File: config.mk
export PLATFORM = sky130hd
export DESIGN_NAME = mbus_dif_vif_record_parser_top
export DESIGN_NICKNAME = d
export VERILOG_FILES = /design/src/rtl/mbdvrp_pkg.sv /design/src/rtl/mbdvrp_ctrl.sv /design/src/rtl/mbdvrp_dpath.sv /design/src/rtl/mbdvrp_outq.sv /design/src/rtl/mbus_dif_vif_record_parser_top.sv
export SDC_FILE = /design/constraint.sdc
export NUM_CORES = 2
export LEC_CHECK = 0
export BUFFER_PORTS_ARGS = -buffer_cell sky130_fd_sc_hd__clkbuf_2
export CAP_MARGIN = 20
export CORE_MARGIN = 2
export CORE_UTILIZATION = 40
export CTS_BUF_LIST = sky130_fd_sc_hd__clkbuf_2
export CTS_CLUSTER_SIZE = 30
export DETAILED_ROUTE_END_ITERATION = 6
export GPL_ROUTABILITY_DRIVEN = 1
export SETUP_SLACK_MARGIN = 0.2
export SLEW_MARGIN = 20
export SYNTH_ARGS = -nofsm -noshare
export SYNTH_HDL_FRONTEND = slang
export SYNTH_HIERARCHICAL = 1
export SYNTH_SLANG_ARGS = --single-unit
File: constraint.sdc
create_clock -name clk -period 7.2 [get_ports clk]
set_input_delay 0.72 -clock clk [delete_from_list [all_inputs] [get_ports clk]]
set_output_delay 0.72 -clock clk [all_outputs]
set_load 0.01 [all_outputs]
File: src/rtl/mbdvrp_pkg.sv
// ----------------------------------------------------------------------------
// mbdvrp_pkg
// Shared types and constants for the M-Bus data record parser.
// ----------------------------------------------------------------------------
package mbdvrp_pkg;

  localparam logic [1:0] ST_RECORD = 2'd0;
  localparam logic [1:0] ST_DONE   = 2'd1;
  localparam logic [1:0] ST_TRUNC  = 2'd2;
  localparam logic [1:0] ST_BADDIF = 2'd3;

  localparam logic [1:0] KIND_NONE = 2'd0;
  localparam logic [1:0] KIND_UINT = 2'd1;
  localparam logic [1:0] KIND_DT   = 2'd2;
  localparam logic [1:0] KIND_RAW  = 2'd3;

  localparam logic [7:0] BYTE_FILL  = 8'h2F;
  localparam logic [7:0] BYTE_END0  = 8'h0F;
  localparam logic [7:0] BYTE_END1  = 8'h1F;
  localparam logic [7:0] VIF_DATE   = 8'h6C;
  localparam logic [7:0] VIF_DTIME  = 8'h6D;
  localparam logic [7:0] VIF_EXT    = 8'hFD;
  localparam logic [7:0] VIFE_STAT  = 8'h17;
  localparam logic [15:0] YEAR_BASE = 16'd2000;

  // Header step commands from the controller to the datapath.
  typedef enum logic [2:0] {
    CMD_NONE, CMD_DIF, CMD_DIFE, CMD_VIF, CMD_VIFE, CMD_LEN, CMD_DATA
  } cmd_t;

  typedef struct packed {
    cmd_t       cmd;
    logic       fix_len;  // load fixed length from DIF code
    logic       emit_rec; // emit record result built from current state
    logic       emit_end; // emit end result
    logic [1:0] end_st;
    logic       clr;      // clear payload state
  } ctl_t;

  typedef struct packed {
    logic [3:0] dif_code;
    logic [7:0] length;
    logic [7:0] byte_index;
    logic [7:0] rec_count;
  } sts_t;

  typedef struct packed {
    logic       last_result;
    logic [7:0] data_length;
    logic [63:0] value;
    logic [1:0] value_kind;
    logic [3:0] scale_exp;
    logic [3:0] quantity;
    logic [7:0] vif_byte;
    logic [1:0] function_field;
    logic [7:0] subunit;
    logic [7:0] tariff;
    logic [15:0] storage_number;
    logic [1:0] status;
  } res_t;

  // Fixed data length by DIF length code; 8'hFF bad, 8'hFE variable.
  function automatic logic [7:0] len_of(input logic [3:0] c);
    logic [7:0] l;
    unique case (c)
      4'h0: l = 8'd0;  4'h1: l = 8'd1;  4'h2: l = 8'd2;  4'h3: l = 8'd3;
      4'h4: l = 8'd4;  4'h5: l = 8'd4;  4'h6: l = 8'd6;  4'h7: l = 8'd8;
      4'h9: l = 8'd1;  4'hA: l = 8'd2;  4'hB: l = 8'd3;  4'hC: l = 8'd4;
      4'hD: l = 8'hFE;
      default: l = 8'hFF;
    endcase
    return l;
  endfunction

endpackage

File: src/rtl/mbdvrp_ctrl.sv
// ----------------------------------------------------------------------------
// mbdvrp_ctrl
// Parse phase controller: walks DIF, DIFE, VIF, VIFE, length and data bytes.
// ----------------------------------------------------------------------------
module mbdvrp_ctrl (
  input  logic               clk,
  input  logic               rst_n,
  input  logic               step,
  input  logic [7:0]         data_byte,
  input  logic               last_byte,
  input  logic [7:0]         max_records,
  input  mbdvrp_pkg::sts_t   sts,
  output mbdvrp_pkg::ctl_t   ctl
);

  typedef enum logic [2:0] {
    S_IDLE, S_DIFE, S_VIF, S_VIFE, S_LEN, S_DATA, S_SINK
  } state_t;

  state_t state_r, state_nxt;
  logic   stopped_r, stopped_nxt;
  logic [7:0] flen;

  assign flen = mbdvrp_pkg::len_of(sts.dif_code);

  // Next phase and datapath commands for one accepted byte.
  always_comb begin
    logic hdr_end;
    logic stop_now;
    hdr_end     = 1'b0;
    stop_now    = 1'b0;
    state_nxt   = state_r;
    stopped_nxt = stopped_r;
    ctl         = '0;
    ctl.cmd     = mbdvrp_pkg::CMD_NONE;
    if (step) begin
      unique case (state_r)
        S_IDLE: begin
          if (!stopped_r && data_byte != mbdvrp_pkg::BYTE_FILL) begin
            if (data_byte == mbdvrp_pkg::BYTE_END0 || data_byte == mbdvrp_pkg::BYTE_END1
                || sts.rec_count >= max_records) begin
              stop_now = 1'b1;
            end else begin
              ctl.cmd   = mbdvrp_pkg::CMD_DIF;
              state_nxt = data_byte[7] ? S_DIFE : S_VIF;
            end
          end
        end
        S_DIFE: begin
          ctl.cmd = mbdvrp_pkg::CMD_DIFE;
          if (!data_byte[7]) state_nxt = S_VIF;
        end
        S_VIF: begin
          ctl.cmd = mbdvrp_pkg::CMD_VIF;
          if (data_byte[7]) state_nxt = S_VIFE;
          else hdr_end = 1'b1;
        end
        S_VIFE: begin
          ctl.cmd = mbdvrp_pkg::CMD_VIFE;
          if (!data_byte[7]) hdr_end = 1'b1;
        end
        S_LEN: begin
          ctl.cmd = mbdvrp_pkg::CMD_LEN;
          if (data_byte == 8'd0) begin
            ctl.emit_rec = 1'b1;
            state_nxt    = S_IDLE;
          end else begin
            state_nxt = S_DATA;
          end
        end
        S_DATA: begin
          ctl.cmd = mbdvrp_pkg::CMD_DATA;
          if (sts.byte_index + 8'd1 >= sts.length) begin
            ctl.emit_rec = 1'b1;
            state_nxt    = S_IDLE;
          end
        end
        default: ;
      endcase
      // End of header: fixed, variable or bad length code.
      if (hdr_end) begin
        if (flen == 8'hFF) begin
          ctl.emit_end = 1'b1;
          ctl.end_st   = mbdvrp_pkg::ST_BADDIF;
          state_nxt    = S_SINK;
        end else if (flen == 8'hFE) begin
          state_nxt = S_LEN;
        end else begin
          ctl.fix_len = 1'b1;
          if (flen == 8'd0) begin
            ctl.emit_rec = 1'b1;
            state_nxt    = S_IDLE;
          end else begin
            state_nxt = S_DATA;
          end
        end
      end
      if (stop_now) stopped_nxt = 1'b1;
      // Final byte closes the payload.
      if (last_byte) begin
        if (state_nxt != S_SINK) begin
          ctl.emit_end = 1'b1;
          ctl.end_st   = (stopped_nxt || state_nxt == S_IDLE) ? mbdvrp_pkg::ST_DONE
                                                              : mbdvrp_pkg::ST_TRUNC;
        end
        ctl.clr     = 1'b1;
        state_nxt   = S_IDLE;
        stopped_nxt = 1'b0;
      end
    end
  end

  // Phase register.
  always_ff @(posedge clk) begin
    if (!rst_n) begin
      state_r   <= S_IDLE;
      stopped_r <= 1'b0;
    end else begin
      state_r   <= state_nxt;
      stopped_r <= stopped_nxt;
    end
  end

endmodule

File: src/rtl/mbdvrp_dpath.sv
// ----------------------------------------------------------------------------
// mbdvrp_dpath
// Record accumulators and the result builder for the data record parser.
// ----------------------------------------------------------------------------
module mbdvrp_dpath (
  input  logic               clk,
  input  logic               rst_n,
  input  logic [7:0]         data_byte,
  input  mbdvrp_pkg::ctl_t   ctl,
  output mbdvrp_pkg::sts_t   sts,
  output mbdvrp_pkg::res_t   rec_res
);

  logic [7:0]  dif_r, vif_r, tariff_r, subunit_r, first_ext_r, len_r, bidx_r, cnt_r;
  logic [15:0] stor_r;
  logic [3:0]  ext_r;
  logic        has_ext_r, bcd_bad_r;
  logic [63:0] bin_r;
  logic [26:0] bcd_r, wgt_r;
  logic [26:0] w10, w100, lo_t, hi_t;

  assign sts.dif_code   = dif_r[3:0];
  assign sts.length     = len_r;
  assign sts.byte_index = bidx_r;
  assign sts.rec_count  = cnt_r;

  // BCD weights for the low and high nibble.
  assign w10  = 27'((wgt_r << 3) + (wgt_r << 1));
  assign w100 = 27'((w10 << 3) + (w10 << 1));
  assign lo_t = 27'(wgt_r * {23'd0, data_byte[3:0]});
  assign hi_t = 27'(w10 * {23'd0, data_byte[7:4]});

  // Accumulator updates.
  always_ff @(posedge clk) begin
    if (!rst_n || ctl.clr) begin
      dif_r <= '0; vif_r <= '0; tariff_r <= '0; subunit_r <= '0; first_ext_r <= '0;
      len_r <= '0; bidx_r <= '0; cnt_r <= '0; stor_r <= '0; ext_r <= '0;
      has_ext_r <= 1'b0; bcd_bad_r <= 1'b0; bin_r <= '0; bcd_r <= '0; wgt_r <= 27'd1;
    end else begin
      if (ctl.emit_rec && cnt_r != 8'hFF) cnt_r <= cnt_r + 8'd1;
      unique case (ctl.cmd)
        mbdvrp_pkg::CMD_DIF: begin
          dif_r <= data_byte; vif_r <= '0; tariff_r <= '0; subunit_r <= '0;
          first_ext_r <= '0; len_r <= '0; bidx_r <= '0; ext_r <= '0;
          stor_r <= {15'd0, data_byte[6]};
          has_ext_r <= 1'b0; bcd_bad_r <= 1'b0; bin_r <= '0; bcd_r <= '0; wgt_r <= 27'd1;
        end
        mbdvrp_pkg::CMD_DIFE: begin
          if (ext_r < 4'd4) begin
            stor_r   <= stor_r | ({11'd0, data_byte[3:0], 1'b0} << {ext_r[1:0], 2'b00});
            tariff_r <= tariff_r | 8'({6'd0, data_byte[5:4]} << {ext_r[1:0], 1'b0});
          end
          if (ext_r < 4'd8) subunit_r <= subunit_r | 8'({7'd0, data_byte[6]} << ext_r[2:0]);
          if (ext_r != 4'd15) ext_r <= ext_r + 4'd1;
        end
        mbdvrp_pkg::CMD_VIF: begin
          vif_r <= data_byte;
          if (ctl.fix_len) len_r <= mbdvrp_pkg::len_of(dif_r[3:0]);
        end
        mbdvrp_pkg::CMD_VIFE: begin
          if (!has_ext_r) begin
            first_ext_r <= data_byte;
            has_ext_r   <= 1'b1;
          end
          if (ctl.fix_len) len_r <= mbdvrp_pkg::len_of(dif_r[3:0]);
        end
        mbdvrp_pkg::CMD_LEN: len_r <= data_byte;
        mbdvrp_pkg::CMD_DATA: begin
          if (bidx_r < 8'd8) bin_r <= bin_r | ({56'd0, data_byte} << {bidx_r[2:0], 3'b000});
          if (bidx_r < 8'd4) begin
            if (data_byte[3:0] > 4'd9 || data_byte[7:4] > 4'd9) bcd_bad_r <= 1'b1;
            bcd_r <= bcd_r + lo_t + hi_t;
            wgt_r <= w100;
          end
          bidx_r <= bidx_r + 8'd1;
        end
        default: ;
      endcase
    end
  end

  // Record result built from the state as it stands after this byte.
  always_comb begin
    logic [7:0]  v, b0, b1, b2, b3, len, fe;
    logic [63:0] bin;
    logic [26:0] bcd;
    logic        bad, dn, he;
    logic [3:0]  q, code;
    logic [3:0]  s;
    logic [6:0]  y2, y4;
    v   = (ctl.cmd == mbdvrp_pkg::CMD_VIF) ? data_byte : vif_r;
    len = (ctl.cmd == mbdvrp_pkg::CMD_LEN) ? data_byte
        : ctl.fix_len ? mbdvrp_pkg::len_of(dif_r[3:0]) : len_r;
    // The first VIF extension counts even when it arrives with this byte.
    he  = has_ext_r;
    fe  = first_ext_r;
    if (ctl.cmd == mbdvrp_pkg::CMD_VIFE && !has_ext_r) begin
      he = 1'b1;
      fe = data_byte;
    end
    bin = bin_r;
    bcd = bcd_r;
    bad = bcd_bad_r;
    if (ctl.cmd == mbdvrp_pkg::CMD_DATA) begin
      if (bidx_r < 8'd8) bin = bin_r | ({56'd0, data_byte} << {bidx_r[2:0], 3'b000});
      if (bidx_r < 8'd4) begin
        bcd = bcd_r + lo_t + hi_t;
        if (data_byte[3:0] > 4'd9 || data_byte[7:4] > 4'd9) bad = 1'b1;
      end
    end
    code = dif_r[3:0];
    q = 4'd0; s = 4'd0;
    if (v[7:3] == 5'h02)      begin q = 4'd1; s = 4'({1'b0, v[2:0]} - 4'd6); end
    else if (v[7:3] == 5'h00) begin q = 4'd2; s = 4'({1'b0, v[2:0]} - 4'd3); end
    else if (v[7:3] == 5'h05) begin q = 4'd3; s = 4'({1'b0, v[2:0]} - 4'd3); end
    else if (v[7:3] == 5'h07) begin q = 4'd4; s = 4'({1'b0, v[2:0]} - 4'd6); end
    else if (v[7:2] == 6'h16) begin q = 4'd5; s = 4'({2'b0, v[1:0]} - 4'd3); end
    else if (v[7:2] == 6'h17) begin q = 4'd6; s = 4'({2'b0, v[1:0]} - 4'd3); end
    else if (v[7:2] == 6'h18) begin q = 4'd7; s = 4'({2'b0, v[1:0]} - 4'd3); end
    else if (v == mbdvrp_pkg::VIF_DATE)  q = 4'd8;
    else if (v == mbdvrp_pkg::VIF_DTIME) q = 4'd9;
    else if (v == mbdvrp_pkg::VIF_EXT && he && fe == mbdvrp_pkg::VIFE_STAT)
      q = 4'd10;
    b0 = bin[7:0]; b1 = bin[15:8]; b2 = bin[23:16]; b3 = bin[31:24];
    y2 = {b1[7:4], b0[7:5]};
    y4 = {b3[7:4], b2[7:5]};
    rec_res = '0;
    rec_res.status = mbdvrp_pkg::ST_RECORD;
    dn = 1'b0;
    if (len != 8'd0) begin
      if (q == 4'd8 && len == 8'd2) begin
        if (b0[4:0] != 0 && b1[3:0] != 0 && b1[3:0] <= 4'd12) begin
          dn = 1'b1;
          rec_res.value_kind = mbdvrp_pkg::KIND_DT;
          rec_res.value = {16'd0, mbdvrp_pkg::YEAR_BASE + {9'd0, y2},
                           4'd0, b1[3:0], 3'd0, b0[4:0], 16'd0};
        end
      end else if (q == 4'd9 && len == 8'd4) begin
        if (b0[5:0] <= 6'd59 && b1[4:0] <= 5'd23 && b2[4:0] != 0 && b3[3:0] != 0
            && b3[3:0] <= 4'd12) begin
          dn = 1'b1;
          rec_res.value_kind = mbdvrp_pkg::KIND_DT;
          rec_res.value = {15'd0, 1'b1, mbdvrp_pkg::YEAR_BASE + {9'd0, y4},
                           4'd0, b3[3:0], 3'd0, b2[4:0], 3'd0, b1[4:0], 2'd0, b0[5:0]};
        end
      end
      if (!dn) begin
        rec_res.value = bin;
        rec_res.value_kind = mbdvrp_pkg::KIND_RAW;
        if (q == 4'd10 || code == 4'hD) ;
        else if (code >= 4'h9 && code <= 4'hC) begin
          if (!bad) begin
            rec_res.value_kind = mbdvrp_pkg::KIND_UINT;
            rec_res.value = {37'd0, bcd};
          end
        end else if (code != 4'h5 && len <= 8'd8) begin
          rec_res.value_kind = mbdvrp_pkg::KIND_UINT;
        end
      end
    end
    rec_res.storage_number = stor_r;
    rec_res.tariff         = tariff_r;
    rec_res.subunit        = subunit_r;
    rec_res.function_field = dif_r[5:4];
    rec_res.vif_byte       = v;
    rec_res.quantity       = q;
    rec_res.scale_exp      = s;
    rec_res.data_length    = len;
    rec_res.last_result    = 1'b0;
  end

endmodule

File: src/rtl/mbdvrp_outq.sv
// ----------------------------------------------------------------------------
// mbdvrp_outq
// Two-entry result queue feeding the output channel.
// ----------------------------------------------------------------------------
module mbdvrp_outq (
  input  logic               clk,
  input  logic               rst_n,
  input  logic               push_a,
  input  mbdvrp_pkg::res_t   res_a,
  input  logic               push_b,
  input  mbdvrp_pkg::res_t   res_b,
  output logic               empty,
  output logic               out_valid,
  output mbdvrp_pkg::res_t   out_res,
  input  logic               out_ready
);

  mbdvrp_pkg::res_t q_r [2];
  logic [1:0] cnt_r, cnt_nxt;
  logic pop;

  assign pop       = out_valid && out_ready;
  assign out_valid = cnt_r != 2'd0;
  assign out_res   = q_r[0];
  assign empty     = cnt_r == 2'd0;

  // Shift out on pop, append pushes behind what remains.
  always_ff @(posedge clk) begin
    logic [1:0] k;
    k = cnt_r - {1'b0, pop};
    if (pop) q_r[0] <= q_r[1];
    if (push_a) begin
      q_r[k[0]] <= res_a;
      if (push_b) q_r[~k[0]] <= res_b;
    end else if (push_b) begin
      q_r[k[0]] <= res_b;
    end
  end

  always_comb cnt_nxt = cnt_r - {1'b0, pop} + {1'b0, push_a} + {1'b0, push_b};

  always_ff @(posedge clk) begin
    if (!rst_n) cnt_r <= '0;
    else cnt_r <= cnt_nxt;
  end

endmodule

File: src/rtl/mbus_dif_vif_record_parser_top.sv
// A record or end result is ready in the cycle after the byte that completes it.
// Throughput: one byte per cycle while the result queue is empty; a byte that yields
// results blocks further input until its results (at most two) are taken.
// The two-entry result queue sets that figure.
// Reset (synchronous, active low) clears parse state; max_records returns to 255.
// ----------------------------------------------------------------------------
// mbus_dif_vif_record_parser_top
// M-Bus DIF/VIF data record parser with stream ports and an APB register.
// ----------------------------------------------------------------------------
module mbus_dif_vif_record_parser_top (
  input  logic        clk,
  input  logic        rst_n,
  input  logic        in_tvalid,
  output logic        in_tready,
  input  logic [7:0]  in_tdata,   // [7:0] data_byte
  input  logic        in_tlast,   // last_byte
  output logic        out_tvalid,
  input  logic        out_tready,
  // [1:0] status, [17:2] storage_number, [25:18] tariff, [33:26] subunit,
  // [35:34] function_field, [43:36] vif_byte, [47:44] quantity, [51:48] scale_exp,
  // [53:52] value_kind, [117:54] value, [125:118] data_length, [127:126] zero
  output logic [127:0] out_tdata,
  output logic        out_tlast,  // last_result
  input  logic        cfg_psel,
  input  logic        cfg_penable,
  input  logic        cfg_pwrite,
  input  logic [1:0]  cfg_paddr,
  input  logic [31:0] cfg_pwdata,
  output logic [31:0] cfg_prdata,
  output logic        cfg_pready
);

  mbdvrp_pkg::ctl_t ctl;
  mbdvrp_pkg::sts_t sts;
  mbdvrp_pkg::res_t rec_res, end_res, q_res;
  logic [7:0] max_rec_r;
  logic step, empty;

  assign cfg_pready = 1'b1;
  assign cfg_prdata = (cfg_paddr == 2'd0) ? {24'd0, max_rec_r} : 32'd0;

  // Register write.
  always_ff @(posedge clk) begin
    if (!rst_n) max_rec_r <= 8'hFF;
    else if (cfg_psel && cfg_penable && cfg_pwrite && cfg_paddr == 2'd0)
      max_rec_r <= cfg_pwdata[7:0];
  end

  assign in_tready = empty;
  assign step      = in_tvalid && in_tready;

  mbdvrp_ctrl u_ctrl (
    .clk(clk), .rst_n(rst_n), .step(step), .data_byte(in_tdata),
    .last_byte(in_tlast), .max_records(max_rec_r), .sts(sts), .ctl(ctl)
  );

  mbdvrp_dpath u_dpath (
    .clk(clk), .rst_n(rst_n), .data_byte(in_tdata), .ctl(ctl),
    .sts(sts), .rec_res(rec_res)
  );

  // End result: record count on done, counting a record finished by this byte.
  always_comb begin
    end_res = '0;
    end_res.status      = ctl.end_st;
    end_res.last_result = 1'b1;
    if (ctl.end_st == mbdvrp_pkg::ST_DONE)
      end_res.value = {56'd0, sts.rec_count +
                       {7'd0, ctl.emit_rec && sts.rec_count != 8'hFF}};
  end

  mbdvrp_outq u_outq (
    .clk(clk), .rst_n(rst_n),
    .push_a(ctl.emit_rec), .res_a(rec_res),
    .push_b(ctl.emit_end), .res_b(end_res),
    .empty(empty), .out_valid(out_tvalid), .out_res(q_res), .out_ready(out_tready)
  );

  assign out_tdata = {2'b00, q_res.data_length, q_res.value, q_res.value_kind,
                      q_res.scale_exp, q_res.quantity, q_res.vif_byte,
                      q_res.function_field, q_res.subunit, q_res.tariff,
                      q_res.storage_number, q_res.status};
  assign out_tlast = q_res.last_result;

endmodule

Word-level counts from Yosys, hierarchy flattened:

Memory sizes are Yosys's and may differ from the RTL's. A register that Yosys moved wholly into a read port is not among the register bits.
Cells that the tools add are included.

* memories kept: 5
* ROM bits: 512
* register bits: 216
* bits in writable memories: 254
* bits of input ports: 50

Memories
* u_outq.q_r: words 2, width 127, rd ports 2, clocked after Yosys merged registers in 0, write ports 2, RTL line mbdvrp_outq.sv:18 `mbdvrp_pkg::res_t q_r [2];`
* (no name shown): words 16, width 8, rd ports 1, clocked after Yosys merged registers in 1, write ports 0, RTL line mbdvrp_pkg.sv:65 `unique case (c)`
* (no name shown): words 16, width 8, rd ports 1, clocked after Yosys merged registers in 1, write ports 0, RTL line mbdvrp_pkg.sv:65
* (no name shown): words 16, width 8, rd ports 1, clocked after Yosys merged registers in 1, write ports 0, RTL line mbdvrp_pkg.sv:65
* (no name shown): words 16, width 8, rd ports 1, clocked after Yosys merged registers in 1, write ports 0, RTL line mbdvrp_pkg.sv:65

* mux-type cells: 128
* equality and inequality tests: 44
* shift operators: 4
* bitwise gates (word level): 6
* multiply operators: 2
* reductions and logical operators: 55
* order comparisons: 15
* add/sub/neg operators: 16

Operators by type and width (number)
* 2-to-1 mux 66 bit: 6
* 2-to-1 mux 127 bit: 2
* 2-to-1 mux 64 bit: 3
* one-hot mux 64 bit (2 select lines): 1
* OR reduction 127 bit: 1
* adder 27 bit: 4
* 2-to-1 mux 4 bit: 27
* one-hot mux 27 bit (2 select lines): 2
* 2-to-1 mux 8 bit: 11
* 2-to-1 mux 27 bit: 3
* one-hot mux 8 bit (2 select lines): 5
* bitwise OR 64 bit: 1
* left shift 8 x 6 -> 64 bit: 1
* multiplier 27 x 4 -> 27 bit: 2
* 2-to-1 mux 51 bit: 1
* 2-to-1 mux 50 bit: 1
* 2-to-1 mux 3 bit: 15
* 2-to-1 mux 1 bit: 34
* one-hot mux 16 bit (2 select lines): 1
* one-hot mux 8 bit (4 select lines): 1
* adder 11 x 7 -> 12 bit (first input constant): 2
* equality test 8 bit (second input constant): 3
* logical AND 1 bit: 20
* equality test 6 x 5 -> 1 bit (second input constant): 3
* 66 further kinds: 120

Logic depth before layout (Yosys ltp):

* depth after elaboration: 38
* depth in mapped cells: 31
* mapped depth without buffers: 31

Cells and area by module:

Netlist, hierarchy kept.

Modules (own cells, without submodules)
* mbdvrp_dpath: area each 17792.1 um^2, times used 1, cells an instance 2257, sequential area each 4103.9 um^2
* mbdvrp_outq: area each 11632.4 um^2, times used 1, cells an instance 842, sequential area each 7667.4 um^2
* mbdvrp_ctrl: area each 1038.5 um^2, times used 1, cells an instance 148, sequential area each 80.1 um^2
* mbus_dif_vif_record_parser_top: area each 775.7 um^2, times used 1, cells an instance 98, sequential area each 160.2 um^2

Least setup slack after synthesis:

No wires, ideal clock.

* path kind: register to register
* from: reg u_dpath.wgt_r[2]
* to: mem u_outq/q_r[0][80] (netlist bit), data pin
* stages on the path, launching flop included: 28
* required time: 7.054 ns
* clock period less this slack: 6.828 ns
* path buffers: 0
* slack: 0.372 ns
* setup time: 0.146 ns
* arrival: 6.682 ns
* cell sequence: dfxtp_1 -> ha_1 -> ha_1 -> a211o_1 -> a2111oi_0 -> o311ai_1 -> o41a_1 -> xor2_1 -> nand2_1 -> fa_1 -> inv_1 -> fa_1 -> fa_1 -> inv_1 -> fa_1 -> inv_1 -> ha_1 -> a21o_1 -> a21o_1 -> a21o_1 -> a21o_1 -> a21oi_1 -> o21ai_0 -> a31oi_1 -> xnor3_1 -> a31oi_1 -> o22ai_1 -> a21oi_1

RTL lines
* from (decl): RTL line mbdvrp_dpath.sv:19 `logic [26:0] bcd_r, wgt_r;`
* from (signal assigned): RTL line mbdvrp_dpath.sv:73 `wgt_r <= w100;`
* to (decl): RTL line mbdvrp_outq.sv:18

==> flow_metrics.tcl <==
set metrics [dict create \
    vias 25800 \
    cts_tree "done" \
    drt_iter0_drc 1858 \
    ant_nets 0 \
    postSynth.asyncResetShare_pct 0 \
    fin_nets 4230 \
    layout_common_cells "inv_1 (386), a21oi_1 (342), clkbuf_2 (341)" \
    antenna_found_initial 4 \
    final_cells 5053 \
    port-buffer-count 162 \
    grt_overflow 0 \
    ir_drop_uv 206 \
    ys_warn_count 6 \
    grt_pass1_wl_um 142000 \
    setup_tns_ns 0 \
    synth_area_um2 31200 \
    synth_top_flop_cell "edfxtp_1" \
    clock_skew_ns 0.0743 \
    drt_pre_antenna_iters 7 \
    place_congestion 0.886 \
    post-dp-hpwl_um 62700 \
    yosysSeqAreaShare_pct 38.5 \
    critPathRequiredTime_ns 8.21 \
    grt_pass1_vias 25300 \
    cp_max_fo 3 \
    syn2layout_area_growth_pct 18.6 \
    cts-buffers-inserted 120 \
    finalSetupViolCount 0 \
    die_h_um 283 \
    maxCapViolCount 0 \
    htreeDepth 3 \
    cp-end-kind "register" \
    hold_viol_final 0 \
    drive_gt1_share_pct 21.5 \
    period_share_pct 99.3 \
    fp.dieW_um 283 \
    r2r_end "u_outq/q_r[0][79]$_DFFE_PP_" \
    clk_pin_slew_worst_paths_ns 0.10 \
    cp_data_arrival_time_ns 8.16 \
    min_path_cells 4 \
    critPathLaunchType "register" \
    fmax_ghz 0.140 \
    wl_per_cell_um 18.0 \
    grt_max_degree 109 \
    synth_cells 3345 \
    timing.rr.start "u_dpath/wgt_r[4]$_SDFFE_PP0P_" \
    final_cell_area_um2 37100 \
    fillers 7554 \
    place_area_um2 34800 \
    r2r_slack_ns 0.05 \
    critical_path_class "reg -> reg" \
    clkLatencyLatePin_ns 1.18 \
    ios 214 \
    multi_input_area_um2 18300 \
    dieArea_um2 80300 \
    startpoint "u_dpath/wgt_r[4]$_SDFFE_PP0P_" \
    hold-path-endpoint "u_dpath/bin_r[24]$_SDFFE_PP0P_" \
    hp-class "in -> reg" \
    ys_ff_latch 473 \
    p_leak_nw 15.7 \
    drv_slew 0 \
    power_density_nw_per_um2 216 \
    wl_um 90900 \
    core-area_um2 77300 \
    synthDistinctLibCells 99 \
    synth_edf_count 254 \
    status "finished with violations" \
    grt_usage_pct 22.3 \
    fp-row-count 102 \
    drc 1 \
    final_core_util_pct 47.9 \
    cts.sinks 473 \
    place_inst 4774 \
    synth_area_per_cell_um2 9.34 \
    initial_core_util_pct 40.4 \
    slowest_stage "fa_1" \
    regArea_um2 12000 \
    vias_per_cell 5.10 \
    slew_headroom_pct 24.5 \
    slowest_delay_ns 0.57 \
    cts_root_buffer "clkbuf_2" \
    rsz0062_at_grt "yes" \
    worst_r2r_path_depth 32 \
    mostFrequentLayoutCell "inv_1" \
    cts_buffer_depth 3 \
    fin_crit_ns 7.15 \
    violations "design-rule violations" \
    min_from "in_tdata[0]" \
    worstMarginPinSlew_ns 1.10 \
]
## state kept, by name (all words and copies together), names as in the netlist, 16 cells and up, named ones only
signal / cells
u_dpath/stor_r: 16
u_dpath/wgt_r: 25
u_outq/q_r: 254
u_dpath/bcd_r: 27
u_dpath/bin_r: 64
## layout make-up
class,count,share of cell area (%)
Multi-Input combinational cell,2521,49.4
Tap cell,1040,3.51
Clock buffer,179,2.42
Antenna cell,3,0.0203
Timing Repair Buffer,397,7.60
Clock inverter,43,0.571
Sequential cell,473,32.4
Inverter,397,4.03
## power breakdown
| part | total, mW | switching (mW) | internal, mW |
|---|---|---|---|
| registers | 3.65 | 0.181 | 3.47 |
| clock network | 1.88 | 1.17 | 0.711 |
| logic | 2.48 | 1.67 | 0.809 |
| total | 8.01 | 3.02 | 4.99 |
## critical path: cells and delay by family (launching register included)
family | cells | cell delay (ns)
compound gates | 10 | 1.67
simple gates | 5 | 1.10
flops | 1 | 0.39
fa+ha+maj | 7 | 2.65
xor+xnor | 2 | 0.43
buf+inv | 8 | 0.78
## how the worst max path moves through the flow
stage	end	slack (ns)	depth (start not counted)
6_report	u_outq/q_r[0][79]$_DFFE_PP_	0.05	32
5_1_grt	u_outq/q_r[0][79]$_DFFE_PP_	-0.16	35
4_1_cts	u_outq/q_r[0][80]$_DFFE_PP_	0.0004	28
3_5_place_dp	u_outq/q_r[0][80]$_DFFE_PP_	-0.24	29
3_3_place_gp	u_outq/q_r[0][77]$_DFFE_PP_	-0.21	31
2_1_floorplan	u_outq/q_r[0][80]$_DFFE_PP_	0.37	27
## synth_stat cells (6+ instances only)
cell type | n | area share [%]
inv_1 | 395 | 4.7
a21oi_1 | 362 | 5.8
nand2_1 | 290 | 3.5
nor2_1 | 259 | 3.1
edfxtp_1 | 254 | 24
dfxtp_1 | 219 | 14
fa_1 | 150 | 9.6
o22ai_1 | 146 | 2.9
ha_1 | 120 | 4.8
clkbuf_1 | 109 | 1.3
mux2_2 | 102 | 3.7
and2_1 | 80 | 1.6
o21ai_0 | 80 | 1.3
xnor2_1 | 60 | 1.7
nand3_1 | 56 | 0.90
buf_4 | 45 | 1.1
a22oi_1 | 36 | 0.87
a21o_1 | 34 | 0.82
xor2_1 | 34 | 0.95
buf_2 | 33 | 0.53
mux2_4 | 30 | 1.4
nor3_1 | 27 | 0.43
mux2i_1 | 26 | 0.83
nor2b_1 | 25 | 0.50
o21a_1 | 25 | 0.60
and3_1 | 24 | 0.48
nand2b_1 | 24 | 0.48
nor2_2 | 21 | 0.42
nand4_1 | 20 | 0.40
or3_1 | 19 | 0.38
a211oi_1 | 18 | 0.43
a31oi_1 | 16 | 0.32
buf_6 | 14 | 0.50
buf_1 | 13 | 0.16
a211o_1 | 10 | 0.28
or2_2 | 10 | 0.20
nor4_1 | 9 | 0.18
o21bai_1 | 9 | 0.22
nor3b_1 | 8 | 0.19
o211ai_1 | 8 | 0.19
o31ai_1 | 7 | 0.17
a21boi_0 | 6 | 0.14
nand3b_1 | 6 | 0.14
## through the flow
stage               setup slack [ns]  hold slack [ns]  power [mW]
finish                        0.0524            0.196        8.01
global route                  -0.158           0.0927        8.47
CTS                         0.000361           0.0409        8.09
detailed placement            -0.244            0.451        6.16
global placement              -0.205            0.439        6.14
floorplan                      0.372            0.425        5.27
## kinds of logic (layout without fill, tap and decap cells)
kind of cell	after synthesis	in the layout	synth area share [%]
and+or+nand+nor	917	917	14.1
AOI/OAI and AO/OA	814	814	15.8
buffers and inverters	612	1016	8.37
DFF	473	473	38.5
adders and majority gates	271	271	14.5
muxes	159	159	6.02
xor gates and xnor gates	96	96	2.78
other	3	267	0.0360
## repair_timing
action / 4_1_cts / 5_1_grt
buffers inserted: 19 / 7
hold buffers: 28 / 0
resized for setup: 62 / 81
pin swaps: 52 / 66
endpoints found under the hold margin: 19 / 0
endpoints found under the setup margin: 17 / 33
## routing by layer
layer | GRT usage [%] | wire length [um] | vias to the layer above
met5 | 0 | 55 | -
met4 | 6.64 | 2360 | 2
met3 | 4.62 | 6450 | 145
met2 | 35.0 | 41000 | 812
met1 | 31.0 | 41000 | 12400
li1 | - | - | 12400
No activity file was read; power rests on OpenSTA's default activity.
